===== config.mk =====
export PLATFORM = sky130hd
export DESIGN_NAME = on_delay_timer_bank_top
export DESIGN_NICKNAME = d
export VERILOG_FILES = /design/src/sv/otdtb_pkg.sv /design/src/sv/otdtb_cell.sv /design/src/sv/on_delay_timer_bank_top.sv
export VERILOG_INCLUDE_DIRS = /design/src /design/src/sv
export SDC_FILE = /design/constraint.sdc
export NUM_CORES = 2
export LEC_CHECK = 0
export ABC_AREA = 1
export BUFFER_PORTS_ARGS = -buffer_cell sky130_fd_sc_hd__clkbuf_2
export CORE_MARGIN = 2
export CORE_UTILIZATION = 45
export DETAILED_ROUTE_END_ITERATION = 16
export SLEW_MARGIN = 0
export SYNTH_ARGS = -nofsm -noshare
export SYNTH_HDL_FRONTEND = slang
export SYNTH_HIERARCHICAL = 1
export SYNTH_SLANG_ARGS = --single-unit

===== constraint.sdc =====
create_clock -name clk -period 3.6 [get_ports clk]
set_input_delay 0.54 -clock clk [delete_from_list [all_inputs] [get_ports clk]]
set_output_delay 0.54 -clock clk [all_outputs]
set_load 0.03 [all_outputs]

===== src/sv/on_delay_timer_bank_top_assert.svh =====
// Assertion macros shared by the timer bank RTL.
// Each macro expects signals named clk and arst_n in the calling scope.
`ifndef ON_DELAY_TIMER_BANK_TOP_ASSERT_SVH
`define ON_DELAY_TIMER_BANK_TOP_ASSERT_SVH

`ifndef SYNTHESIS

// Checks a property at every rising clock edge outside reset.
`define OTDTB_ASSERT(label, prop, msg) \
	label: assert property (@(posedge clk) disable iff (!arst_n) (prop)) else $error(msg);

// Checks that a condition implies a consequence in the same cycle.
`define OTDTB_IMPLY(label, ante, cons, msg) \
	`OTDTB_ASSERT(label, (ante) |-> (cons), msg)

`else

`define OTDTB_ASSERT(label, prop, msg)
`define OTDTB_IMPLY(label, ante, cons, msg)

`endif

`endif


===== src/sv/otdtb_pkg.sv =====
`default_nettype none

package otdtb_pkg;

	// Width of the fields carried on the ports.
	localparam int unsigned OP_W    = 2;
	localparam int unsigned INDEX_W = 4;
	localparam int unsigned VALUE_W = 16;
	localparam int unsigned REPORT_W = 16;

	// Operation codes of an input transaction.
	typedef enum logic [OP_W-1:0] {
		OP_TICK  = 2'd0,
		OP_EVAL  = 2'd1,
		OP_WTHR  = 2'd2,
		OP_WEN   = 2'd3
	} op_t;

	// Command broadcast from the top level to every cell.
	typedef struct packed {
		logic               valid;
		op_t                op;
		logic               level;
		logic               rst_req;
		logic [VALUE_W-1:0] value;
	} cmd_t;

	// Status that one cell reports back for the result.
	typedef struct packed {
		logic [REPORT_W-1:0] count;
		logic                busy;
		logic                finished;
		logic                enabled;
	} status_t;

endpackage

`default_nettype wire


===== src/sv/otdtb_cell.sv =====
`default_nettype none

module otdtb_cell #(
	parameter int unsigned COUNT_WIDTH = 16
) (
	input  wire logic              clk,
	input  wire logic              arst_n,
	input  wire otdtb_pkg::cmd_t   cmd,
	input  wire logic              hit,
	input  wire logic              reach_in,
	output logic                   reach_out,
	output logic                   tout,
	output otdtb_pkg::status_t     status
);
	import otdtb_pkg::*;

	`include "on_delay_timer_bank_top_assert.svh"

	logic                   enable_q;
	logic [COUNT_WIDTH-1:0] thr_q;
	logic [COUNT_WIDTH-1:0] cnt_q;
	logic                   busy_q;
	logic                   fin_q;
	logic                   hold_q;
	logic                   trig_q;

	logic                   active;
	logic                   do_tick;
	logic                   do_eval;
	logic [COUNT_WIDTH-1:0] cnt_inc;

	// The sweep passes on to the next cell only through an enabled cell.
	assign active    = reach_in & enable_q;
	assign reach_out = active;

	assign do_tick = cmd.valid && (cmd.op == OP_TICK) && active;
	assign do_eval = cmd.valid && (cmd.op == OP_EVAL) && hit;

	// Saturating increment of the tick count.
	assign cnt_inc = (cnt_q == {COUNT_WIDTH{1'b1}}) ? cnt_q : cnt_q + COUNT_WIDTH'(1);

	// Delayed output of an evaluate, from the state before the update.
	assign tout = do_eval && cmd.level && !cmd.rst_req &&
		(fin_q || (thr_q == '0));

	// Timer state update for ticks, evaluates and writes.
	always_ff @(posedge clk or negedge arst_n) begin
		if (!arst_n) begin
			enable_q <= 1'b0;
			thr_q    <= '0;
			cnt_q    <= '0;
			busy_q   <= 1'b0;
			fin_q    <= 1'b0;
			hold_q   <= 1'b0;
			trig_q   <= 1'b0;
		end else if (do_tick) begin
			priority if (hold_q) begin
				cnt_q  <= '0;
				busy_q <= 1'b0;
				fin_q  <= 1'b0;
			end else if (busy_q) begin
				cnt_q <= cnt_inc;
				if (cnt_inc >= thr_q) begin
					busy_q <= 1'b0;
					fin_q  <= 1'b1;
				end
			end else if (fin_q) begin
				fin_q <= 1'b1;
			end else if (trig_q) begin
				busy_q <= 1'b1;
				cnt_q  <= '0;
			end
		end else if (cmd.valid && hit) begin
			unique case (cmd.op)
				OP_EVAL: begin
					trig_q <= cmd.level;
					priority if (!cmd.level) begin
						cnt_q  <= '0;
						busy_q <= 1'b0;
						fin_q  <= 1'b0;
					end else if (cmd.rst_req) begin
						hold_q <= 1'b1;
					end else if (!fin_q) begin
						hold_q <= 1'b0;
					end
				end
				OP_WTHR: begin
					thr_q <= COUNT_WIDTH'({{COUNT_WIDTH{1'b0}}, cmd.value});
				end
				OP_WEN: begin
					enable_q <= cmd.value[0];
				end
				default: begin
					thr_q <= thr_q;
				end
			endcase
		end
	end

	// Status seen by the result stage; the count is reported in its low bits.
	assign status.count    = REPORT_W'({{REPORT_W{1'b0}}, cnt_q});
	assign status.busy     = busy_q;
	assign status.finished = fin_q;
	assign status.enabled  = enable_q;

	`OTDTB_IMPLY(a_busy_fin_excl, busy_q, !fin_q, "cell is busy and finished at once")
	`OTDTB_IMPLY(a_reach_needs_en, reach_out, reach_in && enable_q, "sweep passed a disabled cell")
	`OTDTB_IMPLY(a_tout_only_eval, tout, do_eval, "timer output outside an evaluate")

endmodule

`default_nettype wire


===== src/sv/on_delay_timer_bank_top.sv =====
`default_nettype none

// Bank of TIMER_COUNT on-delay timers, one per cell in a row of cells. Each
// input transaction is a tick, an evaluate, a threshold write or an enable
// write, and produces exactly one result transaction with the addressed
// timer's status after the operation (all zero for an index beyond the bank).
// A tick updates every timer that the sweep reaches, all in the same cycle;
// the sweep ripples from cell zero and stops at the first disabled cell. One
// transaction is taken per clock while the result side keeps up. The cells
// update at the accepting edge, and the addressed status is picked by a
// one-hot select into the output register when the select stage advances.
// Counts saturate at their largest COUNT_WIDTH-bit value.
module on_delay_timer_bank_top #(
	parameter int unsigned TIMER_COUNT = 16,
	parameter int unsigned COUNT_WIDTH = 16
) (
	input  wire logic                             clk,
	input  wire logic                             arst_n,
	input  wire logic                             item_valid,
	output logic                                  item_stall,
	input  wire logic [otdtb_pkg::OP_W-1:0]       operation,
	input  wire logic [otdtb_pkg::INDEX_W-1:0]    timer_index,
	input  wire logic                             input_level,
	input  wire logic                             reset_request,
	input  wire logic [otdtb_pkg::VALUE_W-1:0]    write_value,
	output logic                                  result_valid,
	input  wire logic                             result_stall,
	output logic                                  timer_out,
	output logic [otdtb_pkg::REPORT_W-1:0]        count,
	output logic                                  busy_res,
	output logic                                  finished,
	output logic                                  enabled
);
	import otdtb_pkg::*;

	`include "on_delay_timer_bank_top_assert.svh"

	logic                   accept;
	logic                   s1_adv;
	logic                   s1_valid_q;
	logic [TIMER_COUNT-1:0] sel_s1;
	logic                   tout_s1;
	op_t                    op_s1;
	logic                   result_valid_q;
	status_t                result_q;
	logic                   tout_q;

	cmd_t                   cmd;
	logic [TIMER_COUNT-1:0] hit;
	logic [TIMER_COUNT:0]   reach;
	logic [TIMER_COUNT-1:0] tout_cell;
	status_t                stat [TIMER_COUNT];
	status_t                rd_status;
	logic                   tout_any;

	// Handshake: the select stage moves on when the output register is free.
	assign s1_adv     = s1_valid_q && (!result_valid_q || !result_stall);
	assign item_stall = s1_valid_q && !s1_adv;
	assign accept     = item_valid && !item_stall;

	// Command broadcast to the cells.
	assign cmd.valid   = accept;
	assign cmd.op      = op_t'(operation);
	assign cmd.level   = input_level;
	assign cmd.rst_req = reset_request;
	assign cmd.value   = write_value;

	// Sweep enters the row at cell zero.
	assign reach[0] = 1'b1;

	// Row of timer cells.
	for (genvar i = 0; i < TIMER_COUNT; i++) begin : g_cell
		assign hit[i] = (32'(timer_index) == i);

		otdtb_cell #(
			.COUNT_WIDTH(COUNT_WIDTH)
		) u_cell (
			.clk      (clk),
			.arst_n   (arst_n),
			.cmd      (cmd),
			.hit      (hit[i]),
			.reach_in (reach[i]),
			.reach_out(reach[i+1]),
			.tout     (tout_cell[i]),
			.status   (stat[i])
		);
	end

	assign tout_any = |tout_cell;

	// Select stage: remembers which cell the result reports on.
	always_ff @(posedge clk or negedge arst_n) begin
		if (!arst_n) begin
			s1_valid_q <= 1'b0;
		end else begin
			s1_valid_q <= accept || (s1_valid_q && !s1_adv);
		end
	end

	always_ff @(posedge clk) begin
		if (accept) begin
			sel_s1  <= hit;
			tout_s1 <= tout_any;
			op_s1   <= cmd.op;
		end
	end

	// One-hot read of the addressed cell's status after the update.
	always_comb begin
		rd_status = '0;
		for (int i = 0; i < TIMER_COUNT; i++) begin
			if (sel_s1[i]) begin
				rd_status = status_t'(rd_status | stat[i]);
			end
		end
	end

	// Output register.
	always_ff @(posedge clk or negedge arst_n) begin
		if (!arst_n) begin
			result_valid_q <= 1'b0;
		end else if (s1_adv) begin
			result_valid_q <= 1'b1;
		end else if (!result_stall) begin
			result_valid_q <= 1'b0;
		end
	end

	always_ff @(posedge clk) begin
		if (s1_adv) begin
			result_q <= rd_status;
			tout_q   <= tout_s1;
		end
	end

	assign result_valid = result_valid_q;
	assign timer_out    = tout_q;
	assign count        = result_q.count;
	assign busy_res     = result_q.busy;
	assign finished     = result_q.finished;
	assign enabled      = result_q.enabled;

	`OTDTB_IMPLY(a_stall_when_full, item_stall, s1_valid_q && result_valid_q && result_stall, "input stalled without a full pipeline")
	`OTDTB_IMPLY(a_tout_eval_only, s1_valid_q && (op_s1 != OP_EVAL), !tout_s1, "timer output set for a non-evaluate transaction")
	`OTDTB_ASSERT(a_sel_onehot0, !s1_valid_q || $onehot0(sel_s1), "result select addresses more than one timer")
	`OTDTB_IMPLY(a_result_loaded, $past(s1_adv), result_valid_q, "select stage advanced but no result appeared")

endmodule

`default_nettype wire


# [After elaboration in Yosys (flattened, before gate mapping)]
# Cells that the tools add are included.
[word_totals] ff_bits=631 in_bits=28
[classes] eq_ne=115 addsub=16 n_bitwise=46 magnitude_cmp=16 reduce_logical=287 n_mux=358
[op_table] cell="$mux W16" count=114
[op_table] cell="$mux W19" count=16
[op_table] cell="$or A19 B19 Y19" count=15
[op_table] cell="$add A16 B1 Y16 const B" count=16
[op_table] cell="$eq A16 B16 Y1 const B" count=16
[op_table] cell="$ge A16 B16 Y1" count=16
[op_table] cell="$logic_not A16 Y1" count=16
[op_table] cell="$mux W1" count=228
[op_table] cell="$reduce_and A3 Y1" count=64
[op_table] cell="$reduce_and A5 Y1" count=32
[op_table] cell="$logic_and A1 B1 Y1" count=101
[op_table] cell="$ne A4 B1 Y1 const B" count=16
[op_table] cell="$ne A4 B3 Y1 const B" count=16
[op_table] cell="$ne A4 B4 Y1 const B" count=16
[op_table] cell="$reduce_and A4 Y1" count=16
[op_table] cell="$reduce_bool A2 Y1" count=32
[op_table] cell="$ne A2 B1 Y1 const B" count=17
[op_table] cell="$eq A4 B4 Y1 const B" count=8
[op_table] cell="$ne A2 B2 Y1 const B" count=16
[op_table] cell="$logic_or A1 B1 Y1" count=18
[op_table] cell="$eq A4 B3 Y1 const B" count=4
[op_table] cell="$not A1 Y1" count=16
[op_table] cell="$reduce_or A16 Y1" count=1
[op_table] cell="$and A1 B1 Y1" count=15
[op_table] cell="other kinds (7)" count=13

# [Depth between registers and ports, before layout]
[depth] depth_word=31 mapped_depth=40 mapped_depth_nobuf=40

# [Cells and area by module]
# Netlist, hierarchy kept.
[by_module_without_submodules] mod="otdtb_cell (g_cell[0].u_cell ...)" area_each_um2=2454.9 cells_per_inst=311 instances=9
[by_module_without_submodules] mod="otdtb_cell (g_cell[5].u_cell ...)" area_each_um2=2387.3 cells_per_inst=307 instances=5
[by_module_without_submodules] mod="otdtb_cell (g_cell[10].u_cell ...)" area_each_um2=2458.6 cells_per_inst=300 instances=2
[by_module_without_submodules] mod="on_delay_timer_bank_top" area_each_um2=4352.9 cells_per_inst=788 instances=1

# [Least setup slack after synthesis]
# Ideal clock, no wire load.
[synth_path] path_type="reg2reg" from="register g_cell[0].u_cell.enable_q" to="register g_cell[15].u_cell.cnt_q[15]" required_ns=3.526 slack_ns=0.779 arrival_ns=2.747 stages_incl_launch_ff=40 setup_ns=0.074 period_less_slack_ns=2.821 path_cell_list="dfrtp_1 nand2_1 inv_1 nand2_1 inv_1 nand2_1 inv_1 nand2_1 inv_1 nand2_1 inv_1 nand2_1 inv_1 nand2_1 inv_1 nand2_1 inv_1 nand2_1 [... 4 more ...] inv_1 nand2_1 inv_1 nand2_1 inv_1 nand2_1 inv_1 nand2_1 inv_1 nand2_1 inv_1 nand3_1 nor2_1 nand2_1 inv_1 buf_2 nand2_1 o21ai_2"
[synth_between] elab_chain_cells=18 word_cells_on_any_way=23
[synth_rtl] element="start, declared" line_no="otdtb_cell.sv:19" source="logic enable_q;"
[synth_rtl] element="start signal, assigned" line_no="otdtb_cell.sv:91" source="enable_q <= cmd.value[0];"
[synth_rtl] element="$and A1 B1 Y1 *" line_no="otdtb_cell.sv:33" source="assign active = reach_in & enable_q;"
[synth_rtl] element="net reach[2]" line_no="on_delay_timer_bank_top.sv:50" source="logic [TIMER_COUNT:0] reach;"
[synth_rtl] element="$and A1 B1 Y1 *" line_no="otdtb_cell.sv:33"
[synth_rtl] element="net reach[3]" line_no="on_delay_timer_bank_top.sv:50"
[synth_rtl] element="$and A1 B1 Y1 *" line_no="otdtb_cell.sv:33"
[synth_rtl] element="net reach[4]" line_no="on_delay_timer_bank_top.sv:50"
[synth_rtl] element="$and A1 B1 Y1 *" line_no="otdtb_cell.sv:33"
[synth_rtl] element="net reach[5]" line_no="on_delay_timer_bank_top.sv:50"
[synth_rtl] element="[... 1 more ...]"
[synth_rtl] element="net reach[6]" line_no="on_delay_timer_bank_top.sv:50"
[synth_rtl] element="[... 1 more ...]"
[synth_rtl] element="net reach[7]" line_no="on_delay_timer_bank_top.sv:50"
[synth_rtl] element="[... 1 more ...]"
[synth_rtl] element="net reach[8]" line_no="on_delay_timer_bank_top.sv:50"
[synth_rtl] element="[... 1 more ...]"
[synth_rtl] element="net reach[9]" line_no="on_delay_timer_bank_top.sv:50"
[synth_rtl] element="[... 1 more ...]"
[synth_rtl] element="net reach[10]" line_no="on_delay_timer_bank_top.sv:50"
[synth_rtl] element="[... 1 more ...]"
[synth_rtl] element="net reach[11]" line_no="on_delay_timer_bank_top.sv:50"
[synth_rtl] element="[... 1 more ...]"
[synth_rtl] element="net reach[12]" line_no="on_delay_timer_bank_top.sv:50"
[synth_rtl] element="[... 1 more ...]"
[synth_rtl] element="net reach[13]" line_no="on_delay_timer_bank_top.sv:50"
[synth_rtl] element="[... 1 more ...]"
[synth_rtl] element="net reach[14]" line_no="on_delay_timer_bank_top.sv:50"
[synth_rtl] element="$and A1 B1 Y1 *" line_no="otdtb_cell.sv:33"
[synth_rtl] element="net reach[15]" line_no="on_delay_timer_bank_top.sv:50"
[synth_rtl] element="$and A1 B1 Y1 *" line_no="otdtb_cell.sv:33"
[synth_rtl] element="net reach[16]" line_no="on_delay_timer_bank_top.sv:50"
[synth_rtl] element="$logic_and A1 B1 Y1 *" line_no="otdtb_cell.sv:36" source="assign do_tick = cmd.valid && (cmd.op == OP_TICK) && active;"
[synth_rtl] element="$ne A4 B3 Y1 (no line) (tied with other cells)"
[synth_rtl] element="$reduce_and A5 Y1 (no line)"
[synth_rtl] element="end signal, assigned" line_no="otdtb_cell.sv:62" source="cnt_q <= cnt_inc;"
[synth_rtl] element="end, declared" line_no="otdtb_cell.sv:21" source="logic [COUNT_WIDTH-1:0] cnt_q;"
# Mark *: on every way through the listed nets, which the timed path passes. The rest lies on a longest branch.
# A chain may end at the register's enable or synchronous reset.

# [Worst setup path after layout]
[layout_path] from="register g_cell[0].u_cell.enable_q" to="register g_cell[15].u_cell.cnt_q[2]"
# Same word-level chain as after synthesis.

==> load_flow_metrics.sql <==
INSERT INTO impl_metrics (metric_group, metric, value, unit) VALUES
('run_status', 'outcome', 'finished clean', ''),
('detailed_routing', 'detail_route.wl_per_cell', '18.56', 'µm'),
('final_layout', 'mostFrequentLayoutCells', '1451 x sky130_fd_sc_hd__nand2_1, 887 x sky130_fd_sc_hd__inv_1, 594 x sky130_fd_sc_hd__dfrtp_1, 529 x sky130_fd_sc_hd__nor2_1, 345 x sky130_fd_sc_hd__a21oi_1', ''),
('cts', 'tritoncts', 'done', ''),
('cts', 'clock_sink_count', '631', ''),
('grt', 'grt_antenna_before_repair', '4', ''),
('cts', 'clock_insertion_delay_worst_skew', '0.68', 'ns'),
('placed_design', 'detailedPlace.worstSlack', '0.1209', 'ns'),
('detailed_routing', 'final_antenna_net_count', '0', ''),
('critical_path', 'crit_path_depth', '39', ''),
('sta', 'worst-slew-pin-transition', '1.245', 'ns'),
('grt', 'gr_util_all_layers', '26.73', '%'),
('run', 'maxCapViolations', '0', ''),
('synth', 'post_synth_inst_count', '5722', ''),
('detailed_routing', 'via_count', '36770', ''),
('critical_path', 'critPathCaptureType', 'register', ''),
('final_layout', 'final_area', '47510', 'µm²'),
('floorplanning', 'coreArea', '95150', 'µm²'),
('critical_path', 'cpLargestDelayFamily', 'simple AND/OR/NAND/NOR gates', ''),
('sta', 'fmaxAchievable', '0.3061', 'GHz'),
('critical_path', 'timing.critical_path.from_type', 'register', ''),
('synth', 'synthesis.area', '43300', 'µm²'),
('floorplanning', 'die_width', '314.2', 'µm'),
('cts', 'tritoncts.num_buffers', '77', ''),
('placed_design', 'placed_area', '44860', 'µm²'),
('grt', 'grt_max_degree', '91', ''),
('cts', 'cts_post_setup_buffers_inserted', '0', ''),
('synth', 'synth-warning-count', '6', ''),
('synth', 'netlist.top_cell.by_area', 'sky130_fd_sc_hd__dfrtp_1', ''),
('floorplanning', 'die_height', '314.2', 'µm'),
('critical_path', 'crit_path_start', 'g_cell[0].u_cell/enable_q', ''),
('sta', 'hold_slack', '0.09935', 'ns'),
('cts', 'clkSlewWorstSetupHoldPaths', '0.06', 'ns'),
('power_and_ir_drop', 'vdd.ir_drop.worst', '376.7', 'µV'),
('detailed_routing', 'dr.first_iter.drc_count', '2909', ''),
('synth', 'syn_avg_cell_area', '7.567', 'µm²'),
('hold_path', 'min_path_type', 'primary input to register', ''),
('floorplanning', 'initial_core_util', '45.51', '%'),
('sta', 'setup-violations-final', '0', ''),
('critical_path', 'critical_path.endpoint', 'g_cell[15].u_cell/cnt_q[2]', ''),
('power_and_ir_drop', 'power.density', '438.9', 'nW/µm²'),
('sta', 'timing.final.crit_share', '90.75', '%'),
('detailed_routing', 'first_pass_iters', '6', ''),
('grt', 'overflow', '0', ''),
('critical_path', 'r2r_setup_slack', '0.33', 'ns'),
('cts', 'cts-root-buf', 'sky130_fd_sc_hd__clkbuf_16', ''),
('critical_path', 'worst_reg2reg_startpoint', 'g_cell[0].u_cell/enable_q', ''),
('synth', 'yosys.area.top_type_share', '34.33', '%'),
('detailed_routing', 'route.detailed.vias_per_inst', '5.173', ''),
('final_layout', 'final_layout_size_suffix_gt1_share', '13.82', '%'),
('sta', 'final.setup_skew', '0.04014', 'ns'),
('placed_design', 'port_buffers', '49', ''),
('grt', 'grt_first_pass_wirelength', '203400', 'µm'),
('sta', 'finalWorstPathRequiredPeriod', '3.267', 'ns'),
('power_and_ir_drop', 'static_leakage', '25.01', 'nW'),
('critical_path', 'critical_path.max_fanout', '11', ''),
('final_layout', 'postLayoutCoreUtil', '49.93', '%'),
('critical_path', 'cp_data_arrival_time', '3.85', 'ns'),
('synth', 'yosysSeqAreaShare', '36.89', '%'),
('sta', 'post-route-worst-setup-slack', '0.3331', 'ns'),
('floorplanning', 'design.die.area', '98720', 'µm²'),
('cts', 'cts_max_path_buffers', '3', ''),
('synth', 'main_area_contributors_after_synthesis', 'sky130_fd_sc_hd__dfrtp_1 34%, sky130_fd_sc_hd__nand2_1 13%, sky130_fd_sc_hd__ha_1 7.9%', ''),
('synth', 'synth.net_count', '6022', ''),
('critical_path', 'worst_path_most_repeated_cell', 'sky130_fd_sc_hd__nand2_1', ''),
('sta', 'max_slew_margin', '16.98', '%'),
('placed_design', 'place_congestion', '0.9262', ''),
('placed_design', 'dpl.hpwl', '98840', 'µm'),
('critical_path', 'slowest_delay', '0.37', 'ns'),
('floorplanning', 'io_pins', '50', ''),
('floorplanning', 'rows', '113', '');
==> layer usage <==
metal | global-route usage [%] | vias up | share of wire [%]
li1 | - | 18320 | -
met1 | 37.12 | 17290 | 46
met2 | 41.13 | 940 | 44
met3 | 4.954 | 218 | 6.3
met4 | 10.71 | 2 | 4.3
met5 | 0 | - | 0.0083
==> timing repair <==
item / CTS / global route
setup endpoints to repair: 0 / 83
resized for setup: 0 / 26
hold buffers: 1 / 0
endpoints found under the hold margin: 66 / 0
==> stage by stage <==
step | TNS (ns) | std cells
CTS | 0 | 7105
finish | 0 | 7107
detailed placement | 0 | 6963
global placement | 0 | 6963
global route | -0.001475 | 7105
floorplan | 0 | 5722
==> kinds of logic (layout without fill, tap and decap cells) <==
logic type	count (synthesis)	in the layout	synth area share (%)
and+or+nand+nor	2753	2753	30.00
AOI/OAI and AO/OA	797	797	10.69
xor gates and xnor gates	176	176	3.872
other	1	3	0.008660
DFF	631	631	36.89
buffers and inverters	1092	1210	10.68
adders and majority gates	272	272	7.860
==> Yosys cell counts (all sizes together) <==
cell	count
buf	109
o31ai	7
a211oi	7
conb	1
a22o	59
nor3	163
inv	934
o21ai	279
edfxtp	37
a31oi	9
o21a	23
ha	272
nand3	201
o211ai	16
dfrtp	594
o22ai	37
a21oi	360
nand4	85
nor4	46
nand2	1643
or2	1
xnor2	7
nor2	614
clkbuf	49
xor2	169
==> layout make-up <==
cell class | count | area [µm²]
diodes | 2 | 5.005
well taps | 1265 | 1583
inverters | 934 | 3538
clock inverters | 29 | 362.8
repair buffers | 135 | 1066
clock buffers | 112 | 2220
flip-flops and latches | 631 | 15980
multi-input cells | 3999 | 22760
fillers | 9339 | 47650
==> worst min-delay path by stage <==
stage | cells after the start | to | slack (ns)
final | 2 | s1_valid_q | 0.1
after global routing | 2 | s1_valid_q | 0.08
after CTS | 2 | s1_valid_q | 0.08
after detailed placement | 2 | result_valid | 0.48
after global placement | 1 | g_cell[7].u_cell/trig_q | 0.48
after floorplan | 0 | g_cell[0].u_cell/busy_q | 0.24
==> worst register-to-register path, delay by kind of cell (launching register included) <==
family	cells	cell delay, ns
compound gates	1	0.14
buf+inv	17	1.27
flops	1	0.37
simple gates	21	1.40
==> where the power goes <==
group	internal, mW	leakage (nW)	switching (mW)
clock	4.74	1.28	3.31
sequential	7.92	6.85	0.843
combinational	1.37	16.9	2.67
total	14.0	25.0	6.82
==> flip-flops by register name (all words and copies together), names as in the netlist <==
signal / cells
count: 16
g_cell.u_cell/fin_q: 16
timer_out: 1
tout_s1: 1
s1_valid_q: 1
g_cell.u_cell/trig_q: 16
sel_s1: 16
g_cell.u_cell/enable_q: 16
g_cell.u_cell/hold_q: 16
result_valid: 1
g_cell.u_cell/thr_q: 256
busy_res: 1
enabled: 1
g_cell.u_cell/busy_q: 16
g_cell.u_cell/cnt_q: 256
finished: 1
(Power assumes the default switching activity.)
